## config.mk

```make
export PLATFORM = sky130hd
export DESIGN_NAME = rbp_queue
export DESIGN_NICKNAME = d
export VERILOG_FILES = /design/src/hdl/rbp_pkg.sv /design/src/hdl/rbp_queue.sv
export SDC_FILE = /design/constraint.sdc
export NUM_CORES = 1
export LEC_CHECK = 0
export BUFFER_PORTS_ARGS = -buffer_cell sky130_fd_sc_hd__buf_4
export CELL_PAD_IN_SITES_DETAIL_PLACEMENT = 0
export CELL_PAD_IN_SITES_GLOBAL_PLACEMENT = 2
export CORE_MARGIN = 5
export CORE_UTILIZATION = 44
export CTS_CLUSTER_DIAMETER = 40
export DETAILED_ROUTE_END_ITERATION = 8
export GPL_TIMING_DRIVEN = 0
export PLACE_DENSITY_LB_ADDON = 0.1
export SLEW_MARGIN = 10
export SYNTH_ARGS = -nofsm -noshare
export SYNTH_HDL_FRONTEND = slang
export SYNTH_SLANG_ARGS = --single-unit
```

## constraint.sdc

```tcl
create_clock -name clk -period 2 [get_ports clk]
set_input_delay 0.4 -clock clk [delete_from_list [all_inputs] [get_ports clk]]
set_output_delay 0.4 -clock clk [all_outputs]
set_load 0.02 [all_outputs]
```

## src/hdl/rbp_pkg.sv

```systemverilog
// shared types and constants for the raw10 2x2 binning packer
package rbp_pkg;

  localparam int GROUP_W   = 40;
  localparam int PIX_W     = 10;
  localparam int SUM_W     = 11;
  localparam int BIN_W     = 12;
  localparam int OUT_W     = 24;
  localparam int GPR_W     = 11;
  localparam int RP_W      = 13;
  localparam int PAIR_W    = 12;
  localparam int MAX_PAIRS = 4096;
  localparam int CFG_IDX_W = 2;
  localparam int CFG_W     = 13;
  localparam int GPR_RESET = 1024;
  localparam int RP_RESET  = 4096;

  localparam logic [CFG_IDX_W-1:0] REG_GROUPS_PER_ROW = 2'd0;
  localparam logic [CFG_IDX_W-1:0] REG_ROW_PAIRS      = 2'd1;

  typedef struct packed {
    logic [SUM_W-1:0] s1;
    logic [SUM_W-1:0] s0;
  } sums_t;

  typedef struct packed {
    logic second;
    logic eor;
    logic eof;
  } ctl_t;

  localparam int SUMS_W = $bits(sums_t);
  localparam int CTL_W  = $bits(ctl_t);

endpackage

```

## src/hdl/rbp_queue.sv

```systemverilog
// short fifo between front end and back end
module rbp_queue import rbp_pkg::*; #(
  parameter int WIDTH = 32,
  parameter int DEPTH = 4
) (
  input  logic             clk,
  input  logic             rst,
  input  logic             push,
  output logic             push_ready,
  input  logic [WIDTH-1:0] push_data,
  output logic             pop_valid,
  input  logic             pop,
  output logic [WIDTH-1:0] pop_data
);

  localparam int PW = (DEPTH > 1) ? $clog2(DEPTH) : 1;
  localparam int CW = $clog2(DEPTH + 1);

  logic [WIDTH-1:0] mem [DEPTH];
  logic [PW-1:0]    wr_ptr;
  logic [PW-1:0]    rd_ptr;
  logic [CW-1:0]    count;

  assign push_ready = count != CW'(DEPTH);
  assign pop_valid  = count != '0;
  assign pop_data   = mem[rd_ptr];

  always_ff @(posedge clk) begin
    if (push) begin
      mem[wr_ptr] <= push_data;
    end
  end

  always_ff @(posedge clk) begin
    if (rst) begin
      wr_ptr <= '0;
      rd_ptr <= '0;
      count  <= '0;
    end else begin
      if (push) begin
        wr_ptr <= (wr_ptr == PW'(DEPTH - 1)) ? '0 : wr_ptr + PW'(1);
      end
      if (pop) begin
        rd_ptr <= (rd_ptr == PW'(DEPTH - 1)) ? '0 : rd_ptr + PW'(1);
      end
      if (push && !pop) begin
        count <= count + CW'(1);
      end else if (pop && !push) begin
        count <= count - CW'(1);
      end
    end
  end

  a_count_bound: assert property (@(posedge clk) disable iff (rst) count <= CW'(DEPTH))
    else $error("queue count beyond depth");
  a_fill: assert property (@(posedge clk) disable iff (rst)
    push && !pop |=> count == $past(count) + CW'(1))
    else $error("queue count did not grow on push");
  a_drain: assert property (@(posedge clk) disable iff (rst)
    pop && !push && count == CW'(1) |=> !pop_valid)
    else $error("queue not empty after last pop");

endmodule

```

## Word level (Yosys, flattened, before mapping)

Memories as Yosys holds them, arrays and structs flattened. A register that Yosys moved wholly into a read port is not among the register bits.
Index checks and enable logic that the tools add are counted.

- Reductions and logical operators: 6
- Muxes and demuxes: 8
- Equal/unequal tests: 3
- Add/subtract/negate cells: 4

Operators by type and width:

| kind | count |
|---|---|
| two-way mux 2 bit | 4 |
| two-way mux 3 bit | 2 |
| adder 2 x 1 -> 2 bit, second input constant | 2 |
| == test 2 bit, second input constant | 2 |
| adder 3 x 1 -> 3 bit, second input constant | 1 |
| inequality test 3 bit, second input constant | 1 |
| nonzero test 3 bit | 1 |
| subtractor 3 x 1 -> 3 bit, second input constant | 1 |
| logical AND 1 bit | 2 |
| zero test 1 bit | 2 |
| two-way mux 1 bit | 2 |
| nonzero test 2 bit | 1 |

- Register bits after elaboration: 7
- Logic and storage cells: 25
- Memories: 1
- RAM bits: 128
- Bits of input ports: 36
- Output and inout bits: 34

Memory list:

| memory | words | bits a word | rd ports | clocked after memory_dff | write ports | RTL line | text |
|---|---|---|---|---|---|---|---|
| mem | 4 | 32 | 1 | 1 | 1 | rbp_queue.sv:19 | `logic [WIDTH-1:0] mem [DEPTH];` |

## Longest topological paths before layout

- Depth after elaboration: 4
- Gate-level depth with buffers: 7
- Depth with buffers taken out: 7

## Least setup slack after synthesis

Ideal clock, no wire load.

- Kind: register to register
- Start: register wr_ptr[0]
- End: memory mem[3][0] (enable)
- Path buffers: 0
- Stages on the path, launching flop included: 3
- Path slack: 0.267 ns
- Arrival time: 1.341 ns
- Required time: 1.608 ns
- Library setup time: 0.392 ns
- Clock period less this slack: 1.733 ns
- Cells stage by stage: dfxtp_1 > ha_1 > and2_1

RTL lines:

| item | RTL line | text |
|---|---|---|
| from (decl) | rbp_queue.sv:20 | `logic [PW-1:0] wr_ptr;` |
| from (signal assigned) | rbp_queue.sv:41 | `wr_ptr <= (wr_ptr == PW'(DEPTH - 1)) ? '0 : wr_ptr + PW'(1);` |
| to (decl) | rbp_queue.sv:19 |  |

Straight into the memory's write port.

==> results by group <==
Synth
  – Area share of the largest cell type after synthesis: 0.754
  – Compound-Gate Fraction of Synth Area: 0.00294
  – Synth Flop Type: edfxtp_1
  – Post-synthesis simple-gate area fraction: 0.0155
  – Portion of netlist area occupied by mux cells: 0.151
  – Sequential share of the synthesized area: 0.789
  – Main area contributors after synthesis: edfxtp_1 75%, mux4_2 13%, dfxtp_1 3.5%
  – Post-Syn Area: 0.00510 mm2
  – Syn Inst Count: 212
  – Async set-reset flop share out of synthesis: 0
  – FF+latch count, synth: 137
  – EDFF count, synth: 128
  – Yosys warns: 0
  – Yosys top cell by area: edfxtp_1
  – Largest family of logic cells by synthesized area: multiplexers
  – Post-synth cell types: 19
  – Post-synthesis adder-cell area fraction: 0.0186
  – Syn avg cell area: 24.1 um2
  – Post-Synth XOR/XNOR Area: 0.00343
  – Mapped Nets: 255

Floorplan
  – Core Region: 0.0114 mm2
  – Total die area: 0.0138 mm2
  – IO Pins: 70
  – Die Wd: 118 um
  – Row count: 39
  – Initial Util: 0.449
  – Die height: 118 um

Layout
  – Most common cell after layout, fill and taps aside: edfxtp_1
  – Commonest non-fill, non-tap cells in the layout: 128 x edfxtp_1, 39 x buf_4, 31 x mux4_2, 31 x buf_6, 20 x clkbuf_16
  – Final net count: 351
  – Area Growth Syn to Fin: 30.5%
  – # diodes: 0
  – Final core utilization: 0.585
  – Share of layout cells above drive strength 1: 0.466

Worst hold path
  – Worst hold-check path type: in -> reg
  – Hold path cells: 1
  – Hold Path End: mem[1][6]
  – HP Start: push_data[6]

Drt
  – Iteration-0 DRC Markers: 104
  – DRC Markers: 0
  – Drt total wl: 8660 um
  – Total number of vias: 2338
  – Antenna viol nets, final: 0
  – Drt via density: 5.05
  – Drt pass-1 iters: 4
  – Routed WL per cell: 18.7 um

Placement
  – Port Buf Inserts: 69
  – Final GP Congestion: 0.671
  – Hpwl dp: 5460 um

Timing
  – Final Hold Viols: 0
  – Slew at the pin closest to its max-slew limit: 0.469 ns
  – Max Clock Skew: 0.00394 ns
  – Fmax: 0.469 GHz
  – Min cycle time layout: 2.13 ns
  – Final Cycle Share: 1.07
  – Relative slew slack: 0.687
  – Max-slew violations: 0
  – Setup TNS: -3.31 ns
  – RSZ-0062 raised after global routing: yes
  – Final setup viols: 32
  – Setup ws final: -0.131 ns

Critical path
  – CP Class: reg -> out
  – RR Endpoint: mem[3][11]
  – Master of the slowest instance on the critical path: mux4_2
  – CP peak stage delay: 0.51 ns
  – Crit path DAT: 1.73 ns
  – Cell Chain, Critical Path: buf_12 > clkbuf_16 > mux4_2 > buf_6
  – Reg2reg setup slack: 0.46 ns
  – Kind of end point of the critical path: output port
  – Max FO, Critical Path: 8
  – CP required: 1.60 ns
  – Launching point of the worst reg2reg path: wr_ptr[0]
  – Bufs and invs on worst path: 3
  – Worst r2r path cells: 3
  – Crit path launch type: flop
  – CP top delay family: multiplexers

Clocking
  – Clk buf depth: 2
  – CTS buffer count: 17
  – Clock Pin Slew Worst Setup and Hold Paths: 0.06 ns
  – Skew-Pair Late Insertion Delay: 0.40 ns
  – CTS sink cnt: 137
  – Htree depth: 4
  – CTS Root Cell: clkbuf_16
  – CTS tree: done

Pwr
  – LEAKAGE: 0.00234 uW
  – Combinational Power Share: 0.118
  – Pint: 5520 uW
  – Net Sw Power: 1540 uW
  – Power Dens Cells: 1060 mW/mm2
  – Max IR drop VDD: 0.500 mV
  – Clk pwr share: 0.411
  – Sequential share of power: 0.471
  – Switching Share: 0.218

Outcome
  – Status: finished with violations
  – Failing checks: negative setup slack

Global route
  – Gr usage total: 0.131
  – Initial antenna violation count: 0
  – Global-route wire length before repair: 13500 um
  – Total congestion overflow: 0
  – Largest net degree at the start of global routing: 22
  – Vias in the first global route: 2484

Job
  – Maxcap violations: 0
==> flip-flops by register name (all words and copies together) (netlist names), named ones only <==
signal	flops
wr_ptr	2
count	3
rd_ptr	2
mem	128
==> stage by stage <==
step | area (um2) | total power (uW) | worst slack [ns] | std cells | hold slack [ns]
after detailed placement | 5890 | 4140 | 0.107 | 428 | 0.492
after global placement | 5800 | 4110 | -0.429 | 424 | 0.486
after floorplan | 5100 | 3800 | 0.267 | 212 | 0.460
after CTS | 6570 | 7130 | -0.144 | 460 | 0.171
after global routing | 6650 | 7350 | -0.194 | 463 | 0.166
final | 6650 | 7060 | -0.131 | 463 | 0.191
==> synthesized netlist by cell type, types with 2 or more instances <==
cell	instances
edfxtp_1	128
mux4_2	30
dfxtp_1	9
nor2_1	8
ha_1	6
and2_1	4
inv_1	4
mux2i_1	4
buf_12	3
buf_2	3
a21oi_1	2
mux4_1	2
or3_1	2
xor2_1	2
==> worst register-to-register path, cell delays in order, from the launching register on <==
cell     delay (ns)
dfxtp_1        0.39
ha_1           0.19
and2_2         0.41
buf_12         0.23
==> per-layer routing <==
layer | share of wire | GRT usage | vias to the layer above
met5 | 0 | 0 | -
met1 | 0.43 | 0.165 | 1202
met3 | 0.048 | 0.0601 | 11
li1 | - | - | 1075
met2 | 0.51 | 0.200 | 50
met4 | 0.013 | 0.0473 | 0
==> layout make-up <==
type	instances	area, um2
plain buffers	7	95.1
inverters	4	15.0
clock buffers	17	425
repair buffers	77	805
fillers	858	4720
well taps	143	179
clock inverters	14	134
flip-flops and latches	137	4030
multi-input cells	64	976
==> cell families after synthesis <==
logic type | after synthesis
DFF | 137
xor gates and xnor gates | 2
and+or+nand+nor | 16
AOI/OAI and AO/OA | 3
muxes | 36
buffers and inverters | 11
adders and majority gates | 7
==> how the worst max path moves through the flow <==
stage	from	depth (start not counted)	to
after floorplan	wr_ptr[0]	2	mem[3][0]
after global placement	wr_ptr[0]	2	mem[3][10]
after detailed placement	pop	8	count[2]
after CTS	flop	4	pop_data[7]
after global routing	flop	4	pop_data[17]
final	flop	4	pop_data[15]
==> what timing repair did <==
action,CTS,global route
hold buffers,0,0
setup buffers,1,0
resized for setup,33,2
gates cloned,0,3
setup endpoints to repair,32,32
==> power by group through the flow <==
stage | logic, uW | registers, uW | clock network (uW)
finish | 833 | 3320 | 2900
global route | 897 | 3340 | 3120
CTS | 826 | 3320 | 2980
detailed placement | 755 | 3380 | 0
global placement | 727 | 3380 | 0
floorplan | 429 | 3370 | 0
Note: power is estimated with default switching activity, not from simulation.
