### config.mk
export PLATFORM = sky130hd
export DESIGN_NAME = rbp_front
export DESIGN_NICKNAME = d
export VERILOG_FILES = /design/src/hdl/rbp_pkg.sv /design/src/hdl/rbp_front.sv
export SDC_FILE = /design/constraint.sdc
export NUM_CORES = 1
export LEC_CHECK = 0
export ABC_AREA = 1
export BUFFER_PORTS_ARGS = -buffer_cell sky130_fd_sc_hd__buf_4
export CORE_MARGIN = 5
export CORE_UTILIZATION = 46
export DETAILED_ROUTE_END_ITERATION = 12
export PLACE_DENSITY = 0.74
export SYNTH_ARGS = -nofsm -noshare
export SYNTH_HDL_FRONTEND = slang
export SYNTH_SLANG_ARGS = --single-unit
### constraint.sdc
create_clock -name clk -period 5.9 [get_ports clk]
set_clock_uncertainty 0.15 [all_clocks]
set_input_delay 0.59 -clock clk [delete_from_list [all_inputs] [get_ports clk]]
set_output_delay 0.59 -clock clk [all_outputs]
set_load 0.005 [all_outputs]
### src/hdl/rbp_pkg.sv
// shared types and constants for the raw10 2x2 binning packer
package rbp_pkg;

  localparam int GROUP_W   = 40;
  localparam int PIX_W     = 10;
  localparam int SUM_W     = 11;
  localparam int BIN_W     = 12;
  localparam int OUT_W     = 24;
  localparam int GPR_W     = 11;
  localparam int RP_W      = 13;
  localparam int PAIR_W    = 12;
  localparam int MAX_PAIRS = 4096;
  localparam int CFG_IDX_W = 2;
  localparam int CFG_W     = 13;
  localparam int GPR_RESET = 1024;
  localparam int RP_RESET  = 4096;

  localparam logic [CFG_IDX_W-1:0] REG_GROUPS_PER_ROW = 2'd0;
  localparam logic [CFG_IDX_W-1:0] REG_ROW_PAIRS      = 2'd1;

  typedef struct packed {
    logic [SUM_W-1:0] s1;
    logic [SUM_W-1:0] s0;
  } sums_t;

  typedef struct packed {
    logic second;
    logic eor;
    logic eof;
  } ctl_t;

  localparam int SUMS_W = $bits(sums_t);
  localparam int CTL_W  = $bits(ctl_t);

endpackage

### src/hdl/rbp_front.sv
// front end: config registers, row and pair counters, horizontal pair sums
module rbp_front import rbp_pkg::*; #(
  parameter int MAX_GROUPS = 1024,
  parameter int AW         = 10
) (
  input  logic                 clk,
  input  logic                 rst,
  input  logic                 cfg_valid,
  output logic                 cfg_ready,
  input  logic [CFG_IDX_W-1:0] cfg_index,
  input  logic [CFG_W-1:0]     cfg_data,
  input  logic                 in_valid,
  output logic                 in_ready,
  input  logic [GROUP_W-1:0]   in_group,
  output logic                 push,
  input  logic                 push_ready,
  output logic [AW-1:0]        push_col,
  output sums_t                push_sums,
  output ctl_t                 push_ctl
);

  localparam int GW_A = $clog2(MAX_GROUPS + 1);
  localparam int GW   = (GW_A > GPR_W) ? GW_A : GPR_W;

  logic [GPR_W-1:0]  groups_per_row;
  logic [RP_W-1:0]   row_pairs;
  logic [AW-1:0]     column_count;
  logic              second_row;
  logic [PAIR_W-1:0] pair_count;

  logic [GW-1:0]     gval;
  logic [GW-1:0]     gmax;
  logic [RP_W-1:0]   pmax;
  logic              last_col;
  logic              last_pair;
  logic [PIX_W-1:0]  pix [4];

  assign cfg_ready = 1'b1;

  always_ff @(posedge clk) begin
    if (rst) begin
      groups_per_row <= GPR_W'(GPR_RESET);
      row_pairs      <= RP_W'(RP_RESET);
    end else if (cfg_valid) begin
      case (cfg_index)
        REG_GROUPS_PER_ROW: groups_per_row <= cfg_data[GPR_W-1:0];
        REG_ROW_PAIRS:      row_pairs      <= cfg_data[RP_W-1:0];
        default: ;
      endcase
    end
  end

  // clamp limits: zero acts as one, above the limit acts as the limit
  always_comb begin
    gval = GW'(groups_per_row);
    if (gval == '0) begin
      gmax = GW'(1);
    end else if (gval > GW'(MAX_GROUPS)) begin
      gmax = GW'(MAX_GROUPS);
    end else begin
      gmax = gval;
    end
    if (row_pairs == '0) begin
      pmax = RP_W'(1);
    end else if (row_pairs > RP_W'(MAX_PAIRS)) begin
      pmax = RP_W'(MAX_PAIRS);
    end else begin
      pmax = row_pairs;
    end
  end

  assign last_col  = (GW'(column_count) + GW'(1)) >= gmax;
  assign last_pair = (RP_W'(pair_count) + RP_W'(1)) >= pmax;

  always_comb begin
    for (int k = 0; k < 4; k++) begin
      pix[k] = {in_group[8*k +: 8], in_group[32 + 2*k +: 2]};
    end
  end

  assign in_ready            = push_ready;
  assign push                = in_valid && push_ready;
  assign push_col            = column_count;
  assign push_sums.s0        = SUM_W'(pix[0]) + SUM_W'(pix[1]);
  assign push_sums.s1        = SUM_W'(pix[2]) + SUM_W'(pix[3]);
  assign push_ctl.second     = second_row;
  assign push_ctl.eor        = last_col;
  assign push_ctl.eof        = last_col && last_pair;

  always_ff @(posedge clk) begin
    if (rst) begin
      column_count <= '0;
      second_row   <= 1'b0;
      pair_count   <= '0;
    end else if (push) begin
      if (last_col) begin
        column_count <= '0;
        if (second_row) begin
          second_row <= 1'b0;
          if (last_pair) begin
            pair_count <= '0;
          end else begin
            pair_count <= pair_count + PAIR_W'(1);
          end
        end else begin
          second_row <= 1'b1;
        end
      end else begin
        column_count <= column_count + AW'(1);
      end
    end
  end

endmodule

-- Word-level counts from Yosys, hierarchy flattened
Cells that the tools add are included.
W data, S select, Z words.
- order comparisons: 4
- add/sub/neg operators: 6
- equal/unequal tests: 1
- muxes and demuxes: 7
- reduce and logical (&&, ||, !) cells: 9
- operators by type and width (cell ; number):
    $mux W13 ; 2
    $add A10 B10 Y11 ; 2
    $mux W11 ; 2
    $add A12 B1 Y13 const B ; 1
    $ge A13 B13 Y1 ; 1
    $gt A13 B13 Y1 const B ; 1
    $logic_not A13 Y1 ; 1
    $add A12 B1 Y12 const B ; 1
    $mux W12 ; 1
    $add A10 B1 Y11 const B ; 1
    $ge A11 B11 Y1 ; 1
    $gt A11 B11 Y1 const B ; 1
    $logic_not A11 Y1 ; 1
    $add A10 B1 Y10 const B ; 1
    $mux W10 ; 1
    $reduce_and A2 Y1 ; 3
    $reduce_and A3 Y1 ; 1
    $eq A2 B1 Y1 const B ; 1
    $logic_and A1 B1 Y1 ; 2
    $logic_not A2 Y1 ; 1
    $mux W1 ; 1
- input port bits: 60
- word-level logic and storage cells: 32
- output and inout bits: 38
- register bits: 47

-- Logic depth before layout (Yosys ltp)
- depth after elaboration: 5
- depth in mapped cells: 20
- gate-level depth less buffers: 19

-- Worst setup path before layout
No wires, ideal clock.
- path type: reg2out
- start point: register column_count[0], in the netlist push_col[0]
- end point: output push_ctl[0] in the netlist's numbering
- path slack: 2.960 ns
- buffers on the path: 1
- required time: 5.160 ns
- cell stages (with the launch flop): 16
- arrival time: 2.200 ns
- path through: dfxtp_1 ha_1 nand3_1 nor2_1 nand3_1 xor2_1 ha_1 nand2_1 inv_1 nand2_1 nor2_1 nand2_1 nand2_2 nor2_4 buf_4 a21oi_1
- RTL lines (item ; RTL line ; source):
    start, declared ; rbp_front.sv:27 ; logic [AW-1:0] column_count;
    start signal, assigned ; rbp_front.sv:109 ; column_count <= column_count + AW'(1);
    end, declared ; rbp_front.sv:19 ; output ctl_t push_ctl

==> insert_results.sql <==
INSERT INTO impl_metrics (metric_group, metric, value, unit) VALUES
('finish', 'area_of_the_multi_input_gates', '2650', 'um^2'),
('sta', 'timing_worst_slew_pin_value', '0.977', 'ns'),
('synthesis', 'postSynthAreaPerCell', '6.32', 'um^2'),
('floorplanning', 'core.rowCount', '34', ''),
('setup_path', 'setup.worst_path.class', 'flip-flop to primary output', ''),
('routing', 'vias', '4094', ''),
('run', 'drv.max_cap_violation_count', '0', ''),
('global_route', 'antenna_found_initial', '0', ''),
('place', 'dp.final_hpwl', '8170', 'um'),
('floorplanning', 'die_w', '104', 'um'),
('clock_tree', 'post_cts_resize_count', '0', ''),
('finish', 'most_frequent_cells_in_the_layout', 'sky130_fd_sc_hd__nand2_1, sky130_fd_sc_hd__buf_4, sky130_fd_sc_hd__nor2_1', ''),
('sta', 'slew_violations', '0', ''),
('sta', 'final_worst_slack', '2.23', 'ns'),
('routing', 'wire_per_inst', '11.8', 'um'),
('synthesis', 'postSynthRegisterBits', '47', ''),
('setup_path', 'timing.critical_path.arrival', '2.93', 'ns'),
('hold_path', 'kind_of_path_behind_the_tightest_hold_check', 'flip-flop to flip-flop', ''),
('setup_path', 'list_of_cells_traversed_by_the_critical_path', 'ha_1, nand3_1, nor2_1, nand3_1, xor2_1, ha_1, nand2_1, inv_1, nand2_1, inv_1, nand2_1, nand2_2, nor2_4, inv_1, buf_4', ''),
('global_route', 'globalRouteOverflowTotal', '0', ''),
('pwr', 'vdd_drop_max', '0.000140', 'V'),
('floorplanning', 'die_area', '10700', 'um^2'),
('sta', 'timing.slew.headroom', '0.348', ''),
('finish', 'commonest_non_fill_non_tap_cell_in_the_layout', 'sky130_fd_sc_hd__nand2_1', ''),
('clock_tree', 'cts.repair_timing.setup_buffer_count', '0', ''),
('sta', 'grt_setup_unrepaired', 'no', ''),
('finish', 'area.sequential', '941', 'um^2'),
('place', 'numPortBuffers', '96', ''),
('global_route', 'grt_start_max_net_pins', '39', ''),
('sta', 'timing.fmax', '0.272', 'GHz'),
('routing', 'via_density_per_instance', '4.94', ''),
('finish', 'layout.filler_cells', '830', ''),
('synthesis', 'synth_cell_types', '34', ''),
('run_status', 'outcome', 'finished clean', ''),
('sta', 'timing.final.crit_period', '3.67', 'ns'),
('place', 'placer_s_final_routability_congestion_estimate', '0.885', ''),
('clock_tree', 'clock_sink_count', '47', ''),
('synthesis', 'ys_warn_count', '0', ''),
('sta', 'min_period_over_period', '0.622', ''),
('place', 'preCtsSetupSlack', '2.54', 'ns'),
('pwr', 'cellPowerDensity', '166', 'nW/um^2'),
('clock_tree', 'cts_root_buffer', 'sky130_fd_sc_hd__clkbuf_8', ''),
('finish', 'finalInstanceArea', '4870', 'um^2'),
('finish', 'syn2layout_area_growth', '20.8', '%'),
('floorplanning', 'initial_core_util', '0.467', ''),
('setup_path', 'worst_path_largest_cell_delay', '0.47', 'ns'),
('synthesis', 'syn_nets', '746', ''),
('finish', 'stdcell_count', '829', ''),
('global_route', 'grt_util_met2', '0.310', ''),
('place', 'placed_cells', '822', ''),
('clock_tree', 'htreeDepth', '2', ''),
('global_route', 'global_route.peak_usage_layer', 'met2', ''),
('global_route', 'global_route.usage.met1', '0.230', ''),
('clock_tree', 'clock_tree.buffer_depth', '2', ''),
('global_route', 'globalRouteTotalUtil', '0.179', ''),
('global_route', 'number_of_global_route_vias_before_repair', '3976', ''),
('routing', 'antenna_violating_nets_post_route', '0', ''),
('routing', 'number_of_drc_markers_in_iteration_0', '152', ''),
('synthesis', 'synth_sequential_area_ratio', '0.233', ''),
('setup_path', 'crit_path_top_delay_cell', 'sky130_fd_sc_hd__dfxtp_1', ''),
('finish', 'fraction_of_final_layout_cells_with_drive_strength_greater_than_1', '0.169', ''),
('pwr', 'total_power', '0.000807', 'W'),
('setup_path', 'worst_setup_path_end_kind', 'primary output', ''),
('clock_tree', 'cts_inserted_buffers', '5', ''),
('finish', 'finish.net_count', '829', ''),
('floorplanning', 'floorplan.core_area', '8640', 'um^2'),
('floorplanning', 'die_h', '104', 'um'),
('pwr', 'static-leakage-power', '2.58', 'nW'),
('floorplanning', 'num_io_pins', '98', ''),
('clock_tree', 'clock_tree_from_tritoncts', 'yes', ''),
('sta', 'setup_tns', '0', 'ns');
registers in the layout (all words and copies together) (netlist names):
signal,count
pair_count,12
row_pairs,13
groups_per_row,11
push_col,10
second_row,1
cell type report:
type                            instances  share of cell area
Clock inverter                          2             0.00770
Sequential cell                        47               0.193
Multi-Input combinational cell        485               0.543
Timing Repair Buffer                   96               0.148
Tap cell                              108              0.0277
Clock buffer                            5              0.0141
Inverter                               86              0.0662
worst paths after layout:
kind                                    from            end  slack [ns]  cells after the start
worst max-delay path             push_col[0]    push_ctl[1]        2.23                     15
worst min-delay path            row_pairs[1]   row_pairs[1]        0.32                      2
worst max register to register   push_col[0]  pair_count[6]        2.91                     16
worst min register to register  row_pairs[1]   row_pairs[1]        0.32                      2
through the flow:
step	hold slack (ns)	utilization
floorplan	0.293	-
detailed placement	0.312	0.552
finish	0.321	0.564
CTS	0.325	0.564
global route	0.362	0.564
global placement	0.317	0.552
synthesized netlist by cell type:
| cell type | number | share of area |
|---|---|---|
| sky130_fd_sc_hd__nor2_2 | 6 | 0.0093 |
| sky130_fd_sc_hd__o21ai_2 | 1 | 0.0022 |
| sky130_fd_sc_hd__nor3_1 | 5 | 0.0062 |
| sky130_fd_sc_hd__a31oi_1 | 1 | 0.0016 |
| sky130_fd_sc_hd__nor3_2 | 1 | 0.0025 |
| sky130_fd_sc_hd__fa_1 | 2 | 0.0099 |
| sky130_fd_sc_hd__nor4_1 | 2 | 0.0031 |
| sky130_fd_sc_hd__clkbuf_1 | 6 | 0.0056 |
| sky130_fd_sc_hd__conb_1 | 1 | 0.00093 |
| sky130_fd_sc_hd__nor2_1 | 86 | 0.080 |
| sky130_fd_sc_hd__a21oi_1 | 32 | 0.040 |
| sky130_fd_sc_hd__buf_6 | 2 | 0.0056 |
| sky130_fd_sc_hd__clkinv_1 | 2 | 0.0019 |
| sky130_fd_sc_hd__inv_2 | 5 | 0.0047 |
| sky130_fd_sc_hd__nand4_1 | 6 | 0.0093 |
| sky130_fd_sc_hd__o21bai_1 | 2 | 0.0037 |
| sky130_fd_sc_hd__o211ai_1 | 3 | 0.0056 |
| sky130_fd_sc_hd__nand2_1 | 179 | 0.17 |
| sky130_fd_sc_hd__nand2_2 | 1 | 0.0016 |
| sky130_fd_sc_hd__ha_1 | 46 | 0.14 |
| sky130_fd_sc_hd__o2111ai_1 | 2 | 0.0043 |
| sky130_fd_sc_hd__nor2_4 | 2 | 0.0056 |
| sky130_fd_sc_hd__o21ai_0 | 35 | 0.043 |
| sky130_fd_sc_hd__buf_4 | 7 | 0.013 |
| sky130_fd_sc_hd__inv_1 | 79 | 0.073 |
| sky130_fd_sc_hd__xor2_1 | 17 | 0.037 |
| sky130_fd_sc_hd__dfxtp_1 | 47 | 0.23 |
| sky130_fd_sc_hd__a21o_1 | 4 | 0.0074 |
| sky130_fd_sc_hd__nand3_1 | 40 | 0.050 |
| sky130_fd_sc_hd__buf_2 | 5 | 0.0062 |
| sky130_fd_sc_hd__o21bai_2 | 2 | 0.0056 |
| sky130_fd_sc_hd__nand3b_1 | 2 | 0.0037 |
| sky130_fd_sc_hd__a21oi_2 | 1 | 0.0022 |
| sky130_fd_sc_hd__xnor2_1 | 6 | 0.013 |
worst max-delay path, delay by kind of cell, from the launching register on:
| kind | cells | cell delay (ns) |
|---|---|---|
| flops | 1 | 0.47 |
| simple gates | 8 | 1.07 |
| buf+inv | 4 | 0.36 |
| xor+xnor | 1 | 0.18 |
| fa+ha+maj | 2 | 0.56 |
power by group:
group,switching (W),internal (W)
logic,0.000123,0.000118
clock network,0.000108,0.000124
registers,0.00000776,0.000327
total,0.000239,0.000568
kinds of logic after synthesis:
group                    share of synthesized area
XOR/XNOR                                    0.0499
other                                     0.000929
AND/OR/NAND/NOR                              0.337
flip-flops                                   0.233
adder cells (fa/ha/maj)                      0.153
AO/OA/AOI/OAI                                0.116
buffers and inverters                        0.110
layer usage:
metal,up-vias,wire [um]
met2,102,4740
met4,0,82
met5,-,0
met3,8,492
met1,1795,4500
li1,2189,-
(Power assumes the default switching activity.)
